**src/rtl/pdmc_pkg.sv**
```systemverilog
// ----------------------------------------------------------------------------
// pdmc_pkg: shared widths, register indexes and helpers
// Field widths of the PD motor controller channels and its saturation helper.
// ----------------------------------------------------------------------------
package pdmc_pkg;

	// Channel field widths
	localparam int SUM_W      = 32;
	localparam int CNT_W      = 8;
	localparam int Q8_W       = 24;
	localparam int GAIN_W     = 32;
	localparam int SPEED_W    = 23;
	localparam int CMD_W      = 15;
	localparam int CFG_IDX_W  = 3;
	localparam int CFG_DATA_W = 32;

	// Shared multiplier: signed 33 x 25 bits
	localparam int MUL_A_W = GAIN_W + 1;
	localparam int MUL_B_W = Q8_W + 1;
	localparam int PROD_W  = MUL_A_W + MUL_B_W;
	localparam int ACC_W   = PROD_W;

	// Parameter defaults
	localparam int LINE_DEPTH_DEF = 8;
	localparam int DELAY_DEF      = 4;
	localparam int MAX_CMD_DEF    = 1000;

	// Register indexes
	localparam logic [CFG_IDX_W-1:0] REG_ERROR_SOURCE = 3'd0;
	localparam logic [CFG_IDX_W-1:0] REG_TARGET       = 3'd1;
	localparam logic [CFG_IDX_W-1:0] REG_PROP_GAIN    = 3'd2;
	localparam logic [CFG_IDX_W-1:0] REG_DERIV_GAIN   = 3'd3;
	localparam logic [CFG_IDX_W-1:0] REG_CMD_OFFSET   = 3'd4;
	localparam logic [CFG_IDX_W-1:0] REG_SPEED_SCALE  = 3'd5;

	// Clamp a 25-bit signed value to the signed 24-bit range
	function automatic logic signed [Q8_W-1:0] sat_q8(input logic signed [Q8_W:0] x);
		logic signed [Q8_W-1:0] r;
		if (x[Q8_W] != x[Q8_W-1]) begin
			r = x[Q8_W] ? {1'b1, {(Q8_W-1){1'b0}}} : {1'b0, {(Q8_W-1){1'b1}}};
		end else begin
			r = x[Q8_W-1:0];
		end
		return r;
	endfunction

endpackage

```
**src/rtl/pdmc_if.sv**
```systemverilog
// ----------------------------------------------------------------------------
// pdmc_if: channel interfaces
// Sample, result and register write channels, each with valid and ready.
// ----------------------------------------------------------------------------
interface pdmc_sample_if;
	logic                                valid;
	logic                                ready;
	logic        [pdmc_pkg::SUM_W-1:0]   capture_sum;
	logic        [pdmc_pkg::CNT_W-1:0]   capture_count;
	logic signed [pdmc_pkg::Q8_W-1:0]    shaft_angle;

	modport source(output valid, capture_sum, capture_count, shaft_angle, input ready);
	modport sink(input valid, capture_sum, capture_count, shaft_angle, output ready);
endinterface

interface pdmc_result_if;
	logic                                valid;
	logic                                ready;
	logic        [pdmc_pkg::CMD_W-1:0]   drive_cmd;
	logic        [pdmc_pkg::SPEED_W-1:0] shaft_speed;
	logic signed [pdmc_pkg::Q8_W-1:0]    error_value;
	logic signed [pdmc_pkg::Q8_W-1:0]    error_slope;

	modport source(output valid, drive_cmd, shaft_speed, error_value, error_slope,
		input ready);
	modport sink(input valid, drive_cmd, shaft_speed, error_value, error_slope,
		output ready);
endinterface

interface pdmc_cfg_if;
	logic                              valid;
	logic                              ready;
	logic [pdmc_pkg::CFG_IDX_W-1:0]    index;
	logic [pdmc_pkg::CFG_DATA_W-1:0]   data;

	modport source(output valid, index, data, input ready);
	modport sink(input valid, index, data, output ready);
endinterface

```
**src/rtl/pdmc_ram.sv**
```systemverilog
// ----------------------------------------------------------------------------
// pdmc_ram: generic single-write, single-read RAM
// One write port and one read port with registered read data.
// ----------------------------------------------------------------------------
module pdmc_ram #(
	parameter int WIDTH = 24,
	parameter int DEPTH = 8
) (
	input  logic                     clk,
	input  logic                     we,
	input  logic [$clog2(DEPTH)-1:0] waddr,
	input  logic [WIDTH-1:0]         wdata,
	input  logic                     re,
	input  logic [$clog2(DEPTH)-1:0] raddr,
	output logic [WIDTH-1:0]         rdata
);

	logic [WIDTH-1:0] mem_q [DEPTH];

	always_ff @(posedge clk) begin
		if (we) begin
			mem_q[waddr] <= wdata;
		end
		if (re) begin
			rdata <= mem_q[raddr];
		end
	end

endmodule

```
**src/rtl/pd_motor_controller.sv**
```systemverilog
// ----------------------------------------------------------------------------
// pd_motor_controller: proportional-derivative motor controller
// One command per control tick from speed or angle error and its delayed slope.
// ----------------------------------------------------------------------------
// Each transfer on sample delivers one control tick; one transfer on result follows. Speed is
// speed_scale*capture_count/capture_sum in Q8 (0 with no captures, saturated with a zero sum),
// the error is the target minus speed or angle (error_source), the slope is the error minus
// the one DELAY ticks back, and drive_cmd is round(prop_gain*e + deriv_gain*de + cmd_offset)
// clamped to [0, MAX_CMD]. The divide is skipped when there are no captures, the sum is zero or the
// quotient would saturate; otherwise a 23-step restoring divider makes one quotient bit per cycle,
// and a single shared 33x25 multiplier serves the speed scaling and both gain products. A finished
// result waits in its own register, so the next sample is taken while it is still pending. The user
// must write registers through cfg only while no tick is in flight; the block does not enforce it.
// ----------------------------------------------------------------------------
module pd_motor_controller #(
	parameter int LINE_DEPTH = pdmc_pkg::LINE_DEPTH_DEF,
	parameter int DELAY      = pdmc_pkg::DELAY_DEF,
	parameter int MAX_CMD    = pdmc_pkg::MAX_CMD_DEF
) (
	input  logic        clk,
	input  logic        arst_n,
	pdmc_cfg_if.sink    cfg,
	pdmc_sample_if.sink sample,
	pdmc_result_if.source result
);

	localparam int PTR_W = $clog2(LINE_DEPTH);
	// Delays past the end of the line read the oldest entry
	localparam int OFF   = (DELAY >= LINE_DEPTH) ? LINE_DEPTH - 1 : DELAY;
	localparam int STEP_W = $clog2(pdmc_pkg::SPEED_W);
	localparam int DIVD_W = pdmc_pkg::SUM_W + pdmc_pkg::CNT_W;
	localparam int HI_W   = DIVD_W - pdmc_pkg::SPEED_W;

	// Sequencer codes
	localparam logic [3:0] S_IDLE    = 4'd0;
	localparam logic [3:0] S_SPDMUL  = 4'd1;
	localparam logic [3:0] S_DIVINIT = 4'd2;
	localparam logic [3:0] S_DIV     = 4'd3;
	localparam logic [3:0] S_ERR     = 4'd4;
	localparam logic [3:0] S_SLOPE   = 4'd5;
	localparam logic [3:0] S_PMUL    = 4'd6;
	localparam logic [3:0] S_DMUL    = 4'd7;
	localparam logic [3:0] S_DACC    = 4'd8;
	localparam logic [3:0] S_CMD     = 4'd9;

	// Configuration registers
	logic                                    err_src_q;
	logic signed [pdmc_pkg::Q8_W-1:0]        target_q;
	logic signed [pdmc_pkg::GAIN_W-1:0]      prop_gain_q;
	logic signed [pdmc_pkg::GAIN_W-1:0]      deriv_gain_q;
	logic signed [pdmc_pkg::Q8_W-1:0]        cmd_offset_q;
	logic        [pdmc_pkg::SUM_W-1:0]       speed_scale_q;

	// Tick working registers
	logic [3:0]                              state_q;
	logic [STEP_W-1:0]                       step_q;
	logic [pdmc_pkg::SUM_W-1:0]              sum_q;
	logic [pdmc_pkg::CNT_W-1:0]              cnt_q;
	logic signed [pdmc_pkg::Q8_W-1:0]        angle_q;
	logic [pdmc_pkg::SUM_W-1:0]              rem_q;
	logic [pdmc_pkg::SPEED_W-1:0]            quo_q;
	logic [pdmc_pkg::SPEED_W-1:0]            speed_q;
	logic signed [pdmc_pkg::Q8_W-1:0]        err_q;
	logic signed [pdmc_pkg::Q8_W-1:0]        slope_q;
	logic signed [pdmc_pkg::PROD_W-1:0]      prod_q;
	logic signed [pdmc_pkg::ACC_W-1:0]       acc_q;

	// Delay line bookkeeping
	logic [PTR_W-1:0]                        ptr_q;
	logic [LINE_DEPTH-1:0]                   vld_q;
	logic                                    old_vld_q;

	// Result register
	logic                                    out_vld_q;
	logic [pdmc_pkg::CMD_W-1:0]              out_cmd_q;
	logic [pdmc_pkg::SPEED_W-1:0]            out_speed_q;
	logic signed [pdmc_pkg::Q8_W-1:0]        out_err_q;
	logic signed [pdmc_pkg::Q8_W-1:0]        out_slope_q;

	logic                                    in_xfer;
	logic                                    out_xfer;
	logic                                    out_free;
	logic [PTR_W-1:0]                        ptr_nxt;
	logic [PTR_W-1:0]                        rd_idx;
	logic [pdmc_pkg::Q8_W-1:0]               line_rdata;
	logic signed [pdmc_pkg::Q8_W-1:0]        old_err;
	logic                                    line_we;

	logic signed [pdmc_pkg::MUL_A_W-1:0]     mul_a;
	logic signed [pdmc_pkg::MUL_B_W-1:0]     mul_b;
	logic [DIVD_W-1:0]                       dividend;
	logic [HI_W-1:0]                         div_hi;
	logic [pdmc_pkg::SUM_W:0]                trial;
	logic                                    trial_ge;
	logic [pdmc_pkg::SUM_W:0]                trial_sub;
	logic signed [pdmc_pkg::Q8_W:0]          err_diff;
	logic signed [pdmc_pkg::Q8_W:0]          slope_diff;
	logic [pdmc_pkg::ACC_W-25:0]             cmd_round;
	logic [pdmc_pkg::CMD_W-1:0]              cmd_val;

	assign cfg.ready    = 1'b1;
	assign sample.ready = (state_q == S_IDLE);
	assign in_xfer      = sample.valid && sample.ready;
	assign out_xfer     = out_vld_q && result.ready;
	assign out_free     = !out_vld_q || result.ready;

	assign result.valid       = out_vld_q;
	assign result.drive_cmd   = out_cmd_q;
	assign result.shaft_speed = out_speed_q;
	assign result.error_value = out_err_q;
	assign result.error_slope = out_slope_q;

	// Newest entry advances once per tick; the delayed entry sits OFF places behind it
	always_comb begin
		ptr_nxt = (ptr_q == PTR_W'(LINE_DEPTH - 1)) ? '0 : ptr_q + PTR_W'(1);
		if (ptr_nxt >= PTR_W'(OFF)) begin
			rd_idx = ptr_nxt - PTR_W'(OFF);
		end else begin
			rd_idx = ptr_nxt + PTR_W'(LINE_DEPTH - OFF);
		end
	end

	assign line_we = (state_q == S_SLOPE);

	pdmc_ram #(
		.WIDTH(pdmc_pkg::Q8_W),
		.DEPTH(LINE_DEPTH)
	) u_line (
		.clk  (clk),
		.we   (line_we),
		.waddr(ptr_q),
		.wdata(err_q),
		.re   (in_xfer),
		.raddr(rd_idx),
		.rdata(line_rdata)
	);

	// Entries never written read as zero
	assign old_err = old_vld_q ? signed'(line_rdata) : '0;

	// Shared multiplier operand select
	always_comb begin
		unique case (state_q)
			S_SPDMUL: begin
				mul_a = signed'({1'b0, speed_scale_q});
				mul_b = signed'({{(pdmc_pkg::MUL_B_W - pdmc_pkg::CNT_W){1'b0}}, cnt_q});
			end
			S_PMUL: begin
				mul_a = pdmc_pkg::MUL_A_W'(prop_gain_q);
				mul_b = pdmc_pkg::MUL_B_W'(err_q);
			end
			default: begin
				mul_a = pdmc_pkg::MUL_A_W'(deriv_gain_q);
				mul_b = pdmc_pkg::MUL_B_W'(slope_q);
			end
		endcase
	end

	// Divider datapath: restoring step, one quotient bit per cycle
	assign dividend  = prod_q[DIVD_W-1:0];
	assign div_hi    = dividend[DIVD_W-1:pdmc_pkg::SPEED_W];
	assign trial     = {rem_q, quo_q[pdmc_pkg::SPEED_W-1]};
	assign trial_ge  = trial >= {1'b0, sum_q};
	assign trial_sub = trial - {1'b0, sum_q};

	assign err_diff = (pdmc_pkg::Q8_W + 1)'(target_q)
		- (err_src_q ? (pdmc_pkg::Q8_W + 1)'(angle_q)
			: signed'({2'b00, speed_q}));
	assign slope_diff = (pdmc_pkg::Q8_W + 1)'(err_q) - (pdmc_pkg::Q8_W + 1)'(old_err);

	// Round half up from Q24, clamp to [0, MAX_CMD]
	always_comb begin
		cmd_round = acc_q[pdmc_pkg::ACC_W-1:24]
			+ (pdmc_pkg::ACC_W - 24)'(acc_q[23]);
		if (acc_q[pdmc_pkg::ACC_W-1] || acc_q == '0) begin
			cmd_val = '0;
		end else if (cmd_round > (pdmc_pkg::ACC_W - 24)'(MAX_CMD)) begin
			cmd_val = pdmc_pkg::CMD_W'(MAX_CMD);
		end else begin
			cmd_val = cmd_round[pdmc_pkg::CMD_W-1:0];
		end
	end

	// Register writes
	always_ff @(posedge clk or negedge arst_n) begin
		if (!arst_n) begin
			err_src_q     <= 1'b0;
			target_q      <= '0;
			prop_gain_q   <= '0;
			deriv_gain_q  <= '0;
			cmd_offset_q  <= '0;
			speed_scale_q <= '0;
		end else if (cfg.valid && cfg.ready) begin
			unique case (cfg.index)
				pdmc_pkg::REG_ERROR_SOURCE: err_src_q     <= cfg.data[0];
				pdmc_pkg::REG_TARGET:       target_q      <= cfg.data[pdmc_pkg::Q8_W-1:0];
				pdmc_pkg::REG_PROP_GAIN:    prop_gain_q   <= cfg.data;
				pdmc_pkg::REG_DERIV_GAIN:   deriv_gain_q  <= cfg.data;
				pdmc_pkg::REG_CMD_OFFSET:   cmd_offset_q  <= cfg.data[pdmc_pkg::Q8_W-1:0];
				pdmc_pkg::REG_SPEED_SCALE:  speed_scale_q <= cfg.data;
				default: begin
				end
			endcase
		end
	end

	// Sequencer and control state
	always_ff @(posedge clk or negedge arst_n) begin
		if (!arst_n) begin
			state_q   <= S_IDLE;
			step_q    <= '0;
			ptr_q     <= '0;
			vld_q     <= '0;
			old_vld_q <= 1'b0;
			out_vld_q <= 1'b0;
		end else begin
			// Raise the result as the command step completes, drop it on its transfer
			if (state_q == S_CMD && out_free) begin
				out_vld_q <= 1'b1;
			end else if (out_xfer) begin
				out_vld_q <= 1'b0;
			end
			unique case (state_q)
				S_IDLE: begin
					if (in_xfer) begin
						ptr_q     <= ptr_nxt;
						old_vld_q <= vld_q[rd_idx];
						state_q   <= S_SPDMUL;
					end
				end
				S_SPDMUL: begin
					state_q <= S_DIVINIT;
				end
				S_DIVINIT: begin
					step_q <= '0;
					// Skip the divide when the quotient is known already
					if (cnt_q == '0 || sum_q == '0
						|| pdmc_pkg::SUM_W'(div_hi) >= sum_q) begin
						state_q <= S_ERR;
					end else begin
						state_q <= S_DIV;
					end
				end
				S_DIV: begin
					step_q <= step_q + STEP_W'(1);
					if (step_q == STEP_W'(pdmc_pkg::SPEED_W - 1)) begin
						state_q <= S_ERR;
					end
				end
				S_ERR: begin
					state_q <= S_SLOPE;
				end
				S_SLOPE: begin
					vld_q[ptr_q] <= 1'b1;
					state_q      <= S_PMUL;
				end
				S_PMUL: begin
					state_q <= S_DMUL;
				end
				S_DMUL: begin
					state_q <= S_DACC;
				end
				S_DACC: begin
					state_q <= S_CMD;
				end
				S_CMD: begin
					// Hold until the result register is free
					if (out_free) begin
						state_q <= S_IDLE;
					end
				end
				default: begin
					state_q <= S_IDLE;
				end
			endcase
		end
	end

	// Datapath registers
	always_ff @(posedge clk) begin
		if (in_xfer) begin
			sum_q   <= sample.capture_sum;
			cnt_q   <= sample.capture_count;
			angle_q <= sample.shaft_angle;
		end
		if (state_q == S_SPDMUL || state_q == S_PMUL || state_q == S_DMUL) begin
			prod_q <= mul_a * mul_b;
		end
		if (state_q == S_DIVINIT) begin
			rem_q <= pdmc_pkg::SUM_W'(div_hi);
			quo_q <= dividend[pdmc_pkg::SPEED_W-1:0];
			if (cnt_q == '0) begin
				speed_q <= '0;
			end else begin
				speed_q <= '1;
			end
		end
		if (state_q == S_DIV) begin
			rem_q <= trial_ge ? trial_sub[pdmc_pkg::SUM_W-1:0] : trial[pdmc_pkg::SUM_W-1:0];
			quo_q <= {quo_q[pdmc_pkg::SPEED_W-2:0], trial_ge};
			if (step_q == STEP_W'(pdmc_pkg::SPEED_W - 1)) begin
				speed_q <= {quo_q[pdmc_pkg::SPEED_W-2:0], trial_ge};
			end
		end
		if (state_q == S_ERR) begin
			err_q <= pdmc_pkg::sat_q8(err_diff);
		end
		if (state_q == S_SLOPE) begin
			slope_q <= pdmc_pkg::sat_q8(slope_diff);
		end
		if (state_q == S_PMUL) begin
			acc_q <= pdmc_pkg::ACC_W'(cmd_offset_q) <<< 16;
		end
		if (state_q == S_DMUL || state_q == S_DACC) begin
			acc_q <= acc_q + prod_q;
		end
		if (state_q == S_CMD && out_free) begin
			out_cmd_q   <= cmd_val;
			out_speed_q <= speed_q;
			out_err_q   <= err_q;
			out_slope_q <= slope_q;
		end
	end

`ifndef SYNTHESIS
	a_result_from_cmd: assert property (@(posedge clk) disable iff (!arst_n)
		$rose(out_vld_q) |-> $past(state_q == S_CMD))
		else $error("result raised outside the command step");

	a_cmd_clamped: assert property (@(posedge clk) disable iff (!arst_n)
		out_vld_q |-> (out_cmd_q <= pdmc_pkg::CMD_W'(MAX_CMD)))
		else $error("drive command above clamp");

	a_div_steps: assert property (@(posedge clk) disable iff (!arst_n)
		(state_q == S_DIV) |-> (step_q < STEP_W'(pdmc_pkg::SPEED_W)))
		else $error("divider ran past its quotient width");

	a_no_capture_speed: assert property (@(posedge clk) disable iff (!arst_n)
		(state_q == S_DIVINIT && cnt_q == '0) |=> (speed_q == '0 && state_q == S_ERR))
		else $error("speed not zero without captures");

	a_line_marked: assert property (@(posedge clk) disable iff (!arst_n)
		(state_q == S_SLOPE) |=> vld_q[$past(ptr_q)])
		else $error("delay line entry not marked after write");
`endif

endmodule
```
**src/flat_wrapper.sv**
```systemverilog
// flat-port wrapper written by rule: the top's interface ports become plain ports
module pd_motor_controller_flat 
#(
	parameter int LINE_DEPTH = pdmc_pkg::LINE_DEPTH_DEF,
	parameter int DELAY      = pdmc_pkg::DELAY_DEF,
	parameter int MAX_CMD    = pdmc_pkg::MAX_CMD_DEF
)
  (clk, arst_n, cfg_valid, cfg_index, cfg_data, cfg_ready, sample_valid, sample_capture_sum, sample_capture_count, sample_shaft_angle, sample_ready, result_valid, result_drive_cmd, result_shaft_speed, result_error_value, result_error_slope, result_ready);
  pdmc_cfg_if cfg_i ();
  pdmc_sample_if sample_i ();
  pdmc_result_if result_i ();
  input  logic clk;
  input  logic arst_n;
  input wire logic [$bits(cfg_i.valid)-1:0] cfg_valid;
  input wire logic [$bits(cfg_i.index)-1:0] cfg_index;
  input wire logic [$bits(cfg_i.data)-1:0] cfg_data;
  output wire logic [$bits(cfg_i.ready)-1:0] cfg_ready;
  input wire logic [$bits(sample_i.valid)-1:0] sample_valid;
  input wire logic [$bits(sample_i.capture_sum)-1:0] sample_capture_sum;
  input wire logic [$bits(sample_i.capture_count)-1:0] sample_capture_count;
  input wire logic [$bits(sample_i.shaft_angle)-1:0] sample_shaft_angle;
  output wire logic [$bits(sample_i.ready)-1:0] sample_ready;
  output wire logic [$bits(result_i.valid)-1:0] result_valid;
  output wire logic [$bits(result_i.drive_cmd)-1:0] result_drive_cmd;
  output wire logic [$bits(result_i.shaft_speed)-1:0] result_shaft_speed;
  output wire logic [$bits(result_i.error_value)-1:0] result_error_value;
  output wire logic [$bits(result_i.error_slope)-1:0] result_error_slope;
  input wire logic [$bits(result_i.ready)-1:0] result_ready;
  assign cfg_i.valid = cfg_valid;
  assign cfg_i.index = cfg_index;
  assign cfg_i.data = cfg_data;
  assign cfg_ready = cfg_i.ready;
  assign sample_i.valid = sample_valid;
  assign sample_i.capture_sum = sample_capture_sum;
  assign sample_i.capture_count = sample_capture_count;
  assign sample_i.shaft_angle = sample_shaft_angle;
  assign sample_ready = sample_i.ready;
  assign result_valid = result_i.valid;
  assign result_drive_cmd = result_i.drive_cmd;
  assign result_shaft_speed = result_i.shaft_speed;
  assign result_error_value = result_i.error_value;
  assign result_error_slope = result_i.error_slope;
  assign result_i.ready = result_ready;
  pd_motor_controller #(.LINE_DEPTH(LINE_DEPTH), .DELAY(DELAY), .MAX_CMD(MAX_CMD)) u_core (.clk(clk), .arst_n(arst_n), .cfg(cfg_i), .sample(sample_i), .result(result_i));
endmodule
```
**config.mk**
```make
export PLATFORM = sky130hd
export DESIGN_NAME = pd_motor_controller_flat
export DESIGN_NICKNAME = d
export VERILOG_FILES = /design/src/rtl/pdmc_pkg.sv /design/src/rtl/pdmc_if.sv /design/src/rtl/pdmc_ram.sv /design/src/rtl/pd_motor_controller.sv /design/src/flat_wrapper.sv
export SDC_FILE = /design/constraint.sdc
export NUM_CORES = 2
export LEC_CHECK = 0
export ABC_CLOCK_PERIOD_IN_PS = 10400
export BUFFER_PORTS_ARGS = -buffer_cell sky130_fd_sc_hd__buf_2
export CAP_MARGIN = 15
export CORE_UTILIZATION = 55
export DETAILED_ROUTE_END_ITERATION = 12
export HOLD_SLACK_MARGIN = 0.1
export PLACE_DENSITY = 0.72
export SLEW_MARGIN = 20
export SYNTH_ARGS = -nofsm -noshare
export SYNTH_HDL_FRONTEND = slang
export SYNTH_SLANG_ARGS = --single-unit
export TNS_END_PERCENT = 1
```
**constraint.sdc**
```tcl
create_clock -name clk -period 10.4 [get_ports clk]
set_clock_uncertainty 0.15 [all_clocks]
set_input_delay 1.04 -clock clk [delete_from_list [all_inputs] [get_ports clk]]
set_output_delay 1.04 -clock clk [all_outputs]
set_load 0.01 [all_outputs]
```
# Yosys cells after proc, flatten, opt, wreduce, memory -nomap -nowiden
# Memories as Yosys holds them, arrays and structs flattened. A register that Yosys moved wholly into a read port is not among the register bits.
# Index checks and enable logic that the tools add are counted.
# totals
register_bits	559
ramBits	192
in_bits	104
out_inout_bits	89
word_cells	132
n_memories	1
# mem_list
memory	words	word_bits	read_ports	rd_ports_with_merged_regs	wr	line	rtl
u_core.u_line.mem_q	8	24	1	1	1	pdmc_ram.sv:18	logic [WIDTH-1:0] mem_q [DEPTH];
# classes
n_addsub	9
n_mul	1
n_lt_le_gt_ge	7
n_eq_ne	21
muxes	36
bitwise	1
n_reduce_logical	29
# op_table
cell	n
23-bit 2-to-1 mux	6
24-bit 2-to-1 mux	5
58-bit 2-to-1 mux	2
32-bit 2-to-1 mux	3
33-bit case mux with 2 select lines	1
58-bit adder	1
58-bit logical NOT	1
33-bit by 25-bit multiplier with 58-bit output	1
25-bit case mux with 2 select lines	1
4-bit case mux with 10 select lines	1
34-bit by 1-bit adder with 34-bit output	1
34-bit by 10-bit greater-than comparator with 1-bit output, second input constant	1
33-bit by 32-bit >= comparator with 1-bit output	1
17-bit by 32-bit >= comparator with 1-bit output	1
32-bit logical NOT	1
32-bit subtractor	1
25-bit 2-to-1 mux	1
24-bit by 24-bit subtractor with 25-bit output	1
24-bit by 25-bit subtractor with 25-bit output	1
4-bit by 3-bit == test with 1-bit output, second input constant	4
2-bit AND reduction	7
4-bit 2-to-1 mux	3
10-bit 2-to-1 mux	1
5-bit case mux with 2 select lines	1
other kinds (31)	57

# Depth between registers and ports, before layout
# depth
word_depth	6
depth_mapped	36
ltp_nobuf	32

# Hierarchy
# From an unflattened synthesis, not the netlist that was laid out.
# hier_totals
cells_unflattened	6190
hier_area_um2	65989.5
# modules_own_cells
mod	instances	cells_per_inst	area_per_inst_um2	seq_area_each_um2
pd_motor_controller	1	5876	57951.8	15720.1
pdmc_ram	1	314	8037.7	6486.2

# Worst setup path before layout
# Ideal clock, no wire load.
# synth_path
path_type	reg2reg
from	register u_core.state_q[3]
to	register u_core.prod_q[54] (netlist name) (data pin)
setup_time_ns	0.261
arrival_ns	8.453
t_required_ns	9.989
path_slack_ns	1.536
stages_incl_launch_ff	36
n_path_buf	4
synth_period_minus_slack_ns	8.864
cell_sequence	dfrtp_1 clkbuf_1 inv_1 nand2_1 nor2_1 nor2_1 buf_2 buf_1 nand2_1 nand2_1 clkbuf_1 nand2_1 fa_1 inv_1 fa_1 inv_1 fa_1 fa_1 inv_1 fa_1 fa_1 inv_1 fa_1 inv_1 ha_1 a21o_1 a221o_1 a21oi_1 inv_1 a31oi_1 a31oi_1 a21oi_2 o221ai_1 a21o_1 o31a_1 xor2_1
# synth_between
elab_chain_len	3
word_cells_on_any_way	5
cone_classes	1 x mul; 2 x eq/ne; 2 x mux
# synth_lines
element	line	rtl
from (decl)	pd_motor_controller.sv:55	logic [3:0] state_q;
from (signal assigned)	pd_motor_controller.sv:210	state_q <= S_IDLE;
from (signal assigned)	pd_motor_controller.sv:228	state_q <= S_SPDMUL;
from (signal assigned)	pd_motor_controller.sv:232	state_q <= S_DIVINIT;
4-bit by 3-bit == test with 1-bit output or 4-bit by 1-bit == test with 1-bit output (tied branches)	pd_motor_controller.sv:143	unique case (state_q)
33-bit case mux with 2 select lines or 25-bit case mux with 2 select lines (tied branches)	pd_motor_controller.sv:143	
33-bit by 25-bit multiplier with 58-bit output *	pd_motor_controller.sv:287	prod_q <= mul_a * mul_b;
to (signal assigned)	pd_motor_controller.sv:287	
to (decl)	pd_motor_controller.sv:65	logic signed [pdmc_pkg::PROD_W-1:0] prod_q;
# Every way passes the cells marked *; elsewhere a longest branch is shown, timed or not.
# A chain may end at the register's enable or synchronous reset.

# Worst setup path after layout
# layout_path
from	register u_core.state_q[3]
to	register u_core.prod_q[55] (netlist name) (data pin)
# The elaborated chain is that of the path after synthesis.

==> metrics.txt <==
Critical Path AT 10.17 ns; vias per cell roughly 5.9; Synth Register Bits 775; num rows 126; Routed WL per cell 23.8 µm; Syn-to-layout area delta 8.78%; Syn Inst Count between 6000 and 7000; Post-Syn Area between 60000 and 70000 µm²; Setup CP Type register to register; worst rel slew slack 30.8%; final WL 190000 µm; total gr overflow 0; Req. time, crit path ~11 ns; Initial DRT Pass Iterations 6; Crit Path Max Fanout 38; HP Class primary input to async pin; final hold viol count 0; number of flops mapped to enable cells by yosys a little under 600; Worst Slack Setup Final roughly 0.47 ns; HPWL Detailed 145000 µm; first-pass GRT wire length 291000 µm; H-tree levels 3; run status finished, final reports clean; pre-CTS setup slack 0.586 ns; layout cells sized above 1 about 11%; CTS resizes 0; ratio of final minimum period to clock period between 90% and 100%; final net count 7601; slowest stage delay, CP 0.80 ns; Final Max Tran Viols 0; TritonCTS buffer count 82; initial antenna violation count 16; max-cap viol count 0; setup violators final 0; Slowest-stage cell, CP a21oi_1; I/O Pins between 150 and 200; final hold slack between 0.1 and 0.15 ns; Die H 347 µm; Worst Setup End Kind register; crit-path most repeated cell fa_1; Setup Fix Bufs, Post-CTS 0; worst r2r src u_core.state_q[3]$_DFFE_PN0P_; worst r2r path cells 28; total die area around 120000 µm²; clk slew on worst S/H paths 0.06 ns; Crit Reg-Reg Endpoint u_core.prod_q[55]$_DFFE_PP_; RSZ-0062 raised after global routing false; via total after detailed routing 47200; main flop type after synthesis edfxtp_1; starting density of the core between 50 and 60%; Mapped Avg Cell Area 10.6 µm²; FMAX 101 MHz; CTS tree built; most common cell after layout, fill and taps aside inv_1; slew at the pin with the worst max-slew slack slightly above 1 ns; number of global-route vias before repair about 48000; IO buf count approximately 190; initial detailed-routing violation count around 4400; commonest non-fill, non-tap cells in the layout 915 x inv_1, 846 x fa_1, 773 x nand2_1; Seq/Total Area, Yosys 33.8%; hold buffer count at cts 0; unique cell type count in the Yosys netlist roughly 100; ys async rst share 21.5%; Synth warnings 0; largest net degree at the start of global routing a little over 70; Core Region 118000 µm²; DRC 0; r2r setup slk ~0.47 ns; startpoint types register; setup TNS 0 ns; all-layer global routing usage 32.0%; worst skew pair latency 0.69 ns; # clock sinks 775; min Tclk post-route 9.93 ns; Routed Antenna Nets 0; Die Wd 347 µm; GP Congestion 0.986; clock root cell clkbuf_16; CTS Buffer Depth 3
## critical path, delay by kind of cell, from the launching register on
kind	cells	cell delay (ns)
fa+ha+maj	8	4.31
buf+inv	5	1.04
simple gates	5	0.88
flops	1	0.56
compound gates	10	2.61
## flip-flops by register name (all words and copies together), names as in the netlist, 32 cells and up
| name | cells |
|---|---|
| u_core.deriv_gain_q | 32 |
| u_core.acc_q | 58 |
| u_core.prod_q | 58 |
| u_core.rem_q | 32 |
| u_core.prop_gain_q | 32 |
| u_core.u_line.mem_q | 192 |
| u_core.speed_scale_q | 32 |
| u_core.sum_q | 32 |
## per-layer routing
layer	wire length [µm]	vias to the layer above	GRT usage [%]
met3	16400	521	6.47
li1	-	20700	-
met2	87500	2160	51.1
met1	73500	23800	41.4
met5	41	-	0
met4	12000	8	17.3
## final cells by class
type / instances / area [µm²]
well taps: 1536 / 1920
clock inverters: 53 / 696
flip-flops and latches: 775 / 22200
repair buffers: 303 / 1840
clock buffers: 100 / 2170
diodes: 10 / 25.0
fillers: 9683 / 46800
multi-input cells: 4254 / 39100
inverters: 918 / 3450
## Yosys cell counts (15+ instances only)
cell        n  area (µm²)
a21oi_1   238        1190
a21o_1    145        1090
edfxtp_1  585       17600
nor3_1     46         230
fa_1      846       16900
mux2i_1    51         510
xnor2_1   109         955
clkbuf_1  242         908
buf_1      22        82.6
inv_1     917        3440
and3_1     20         125
o31a_1     15         131
nor2b_1    38         238
nand3_1    59         295
dfrtp_1   167        4180
a22oi_1    55         413
nor4_1     27         169
and2_1     48         300
mux2_2    149        1680
o21bai_1   20         150
a22o_1     19         166
nor2_1    581        2180
dfxtp_1    23         460
xor2_1     75         657
o21a_1     22         165
mux4_2     25         563
nand4_1    41         257
ha_1      317        3970
a31oi_1    19         119
a211oi_1   20         150
nand2b_1   37         231
nand2_1   773        2900
o21ai_0   216        1080
a211o_1    21         184
o221ai_1   28         245
## worst max-delay path by stage
stage	start	endpoint	slack, ns
detailed placement	u_core.state_q[3]$_DFFE_PN0P_	u_core.prod_q[55]$_DFFE_PP_	0.59
CTS	u_core.state_q[3]$_DFFE_PN0P_	u_core.prod_q[55]$_DFFE_PP_	0.54
finish	u_core.state_q[3]$_DFFE_PN0P_	u_core.prod_q[55]$_DFFE_PP_	0.47
floorplan	u_core.state_q[3]$_DFFE_PN0P_	u_core.prod_q[54]$_DFFE_PP_	1.54
global placement	u_core.state_q[3]$_DFFE_PN0P_	u_core.prod_q[55]$_DFFE_PP_	0.63
global route	u_core.state_q[1]$_DFFE_PN0P_	u_core.prod_q[56]$_DFFE_PP_	0.10
## cells by family (layout without fill, tap and decap cells)
group	count (synthesis)	after routing	synth area share [%]
compound gates	926	926	9.22
other cells	2	16	0.0114
xor+xnor	186	186	2.50
buf+inv	1195	1374	6.89
fa+ha+maj	1172	1172	32.0
simple gates	1739	1739	11.4
flops	775	775	33.8
mux	225	225	4.19
## through the flow
step                std cells  cell area, µm²  util (%)
floorplan                6224           65600         -
global placement         7786           68500      57.9
detailed placement       7786           68500      57.9
CTS                      7939           71400      60.4
global route             7943           71400      60.4
finish                   7949           71400      60.4
Power is not shown: default switching activity piles up to over one toggle a cycle in this logic, so the estimate is an artifact.
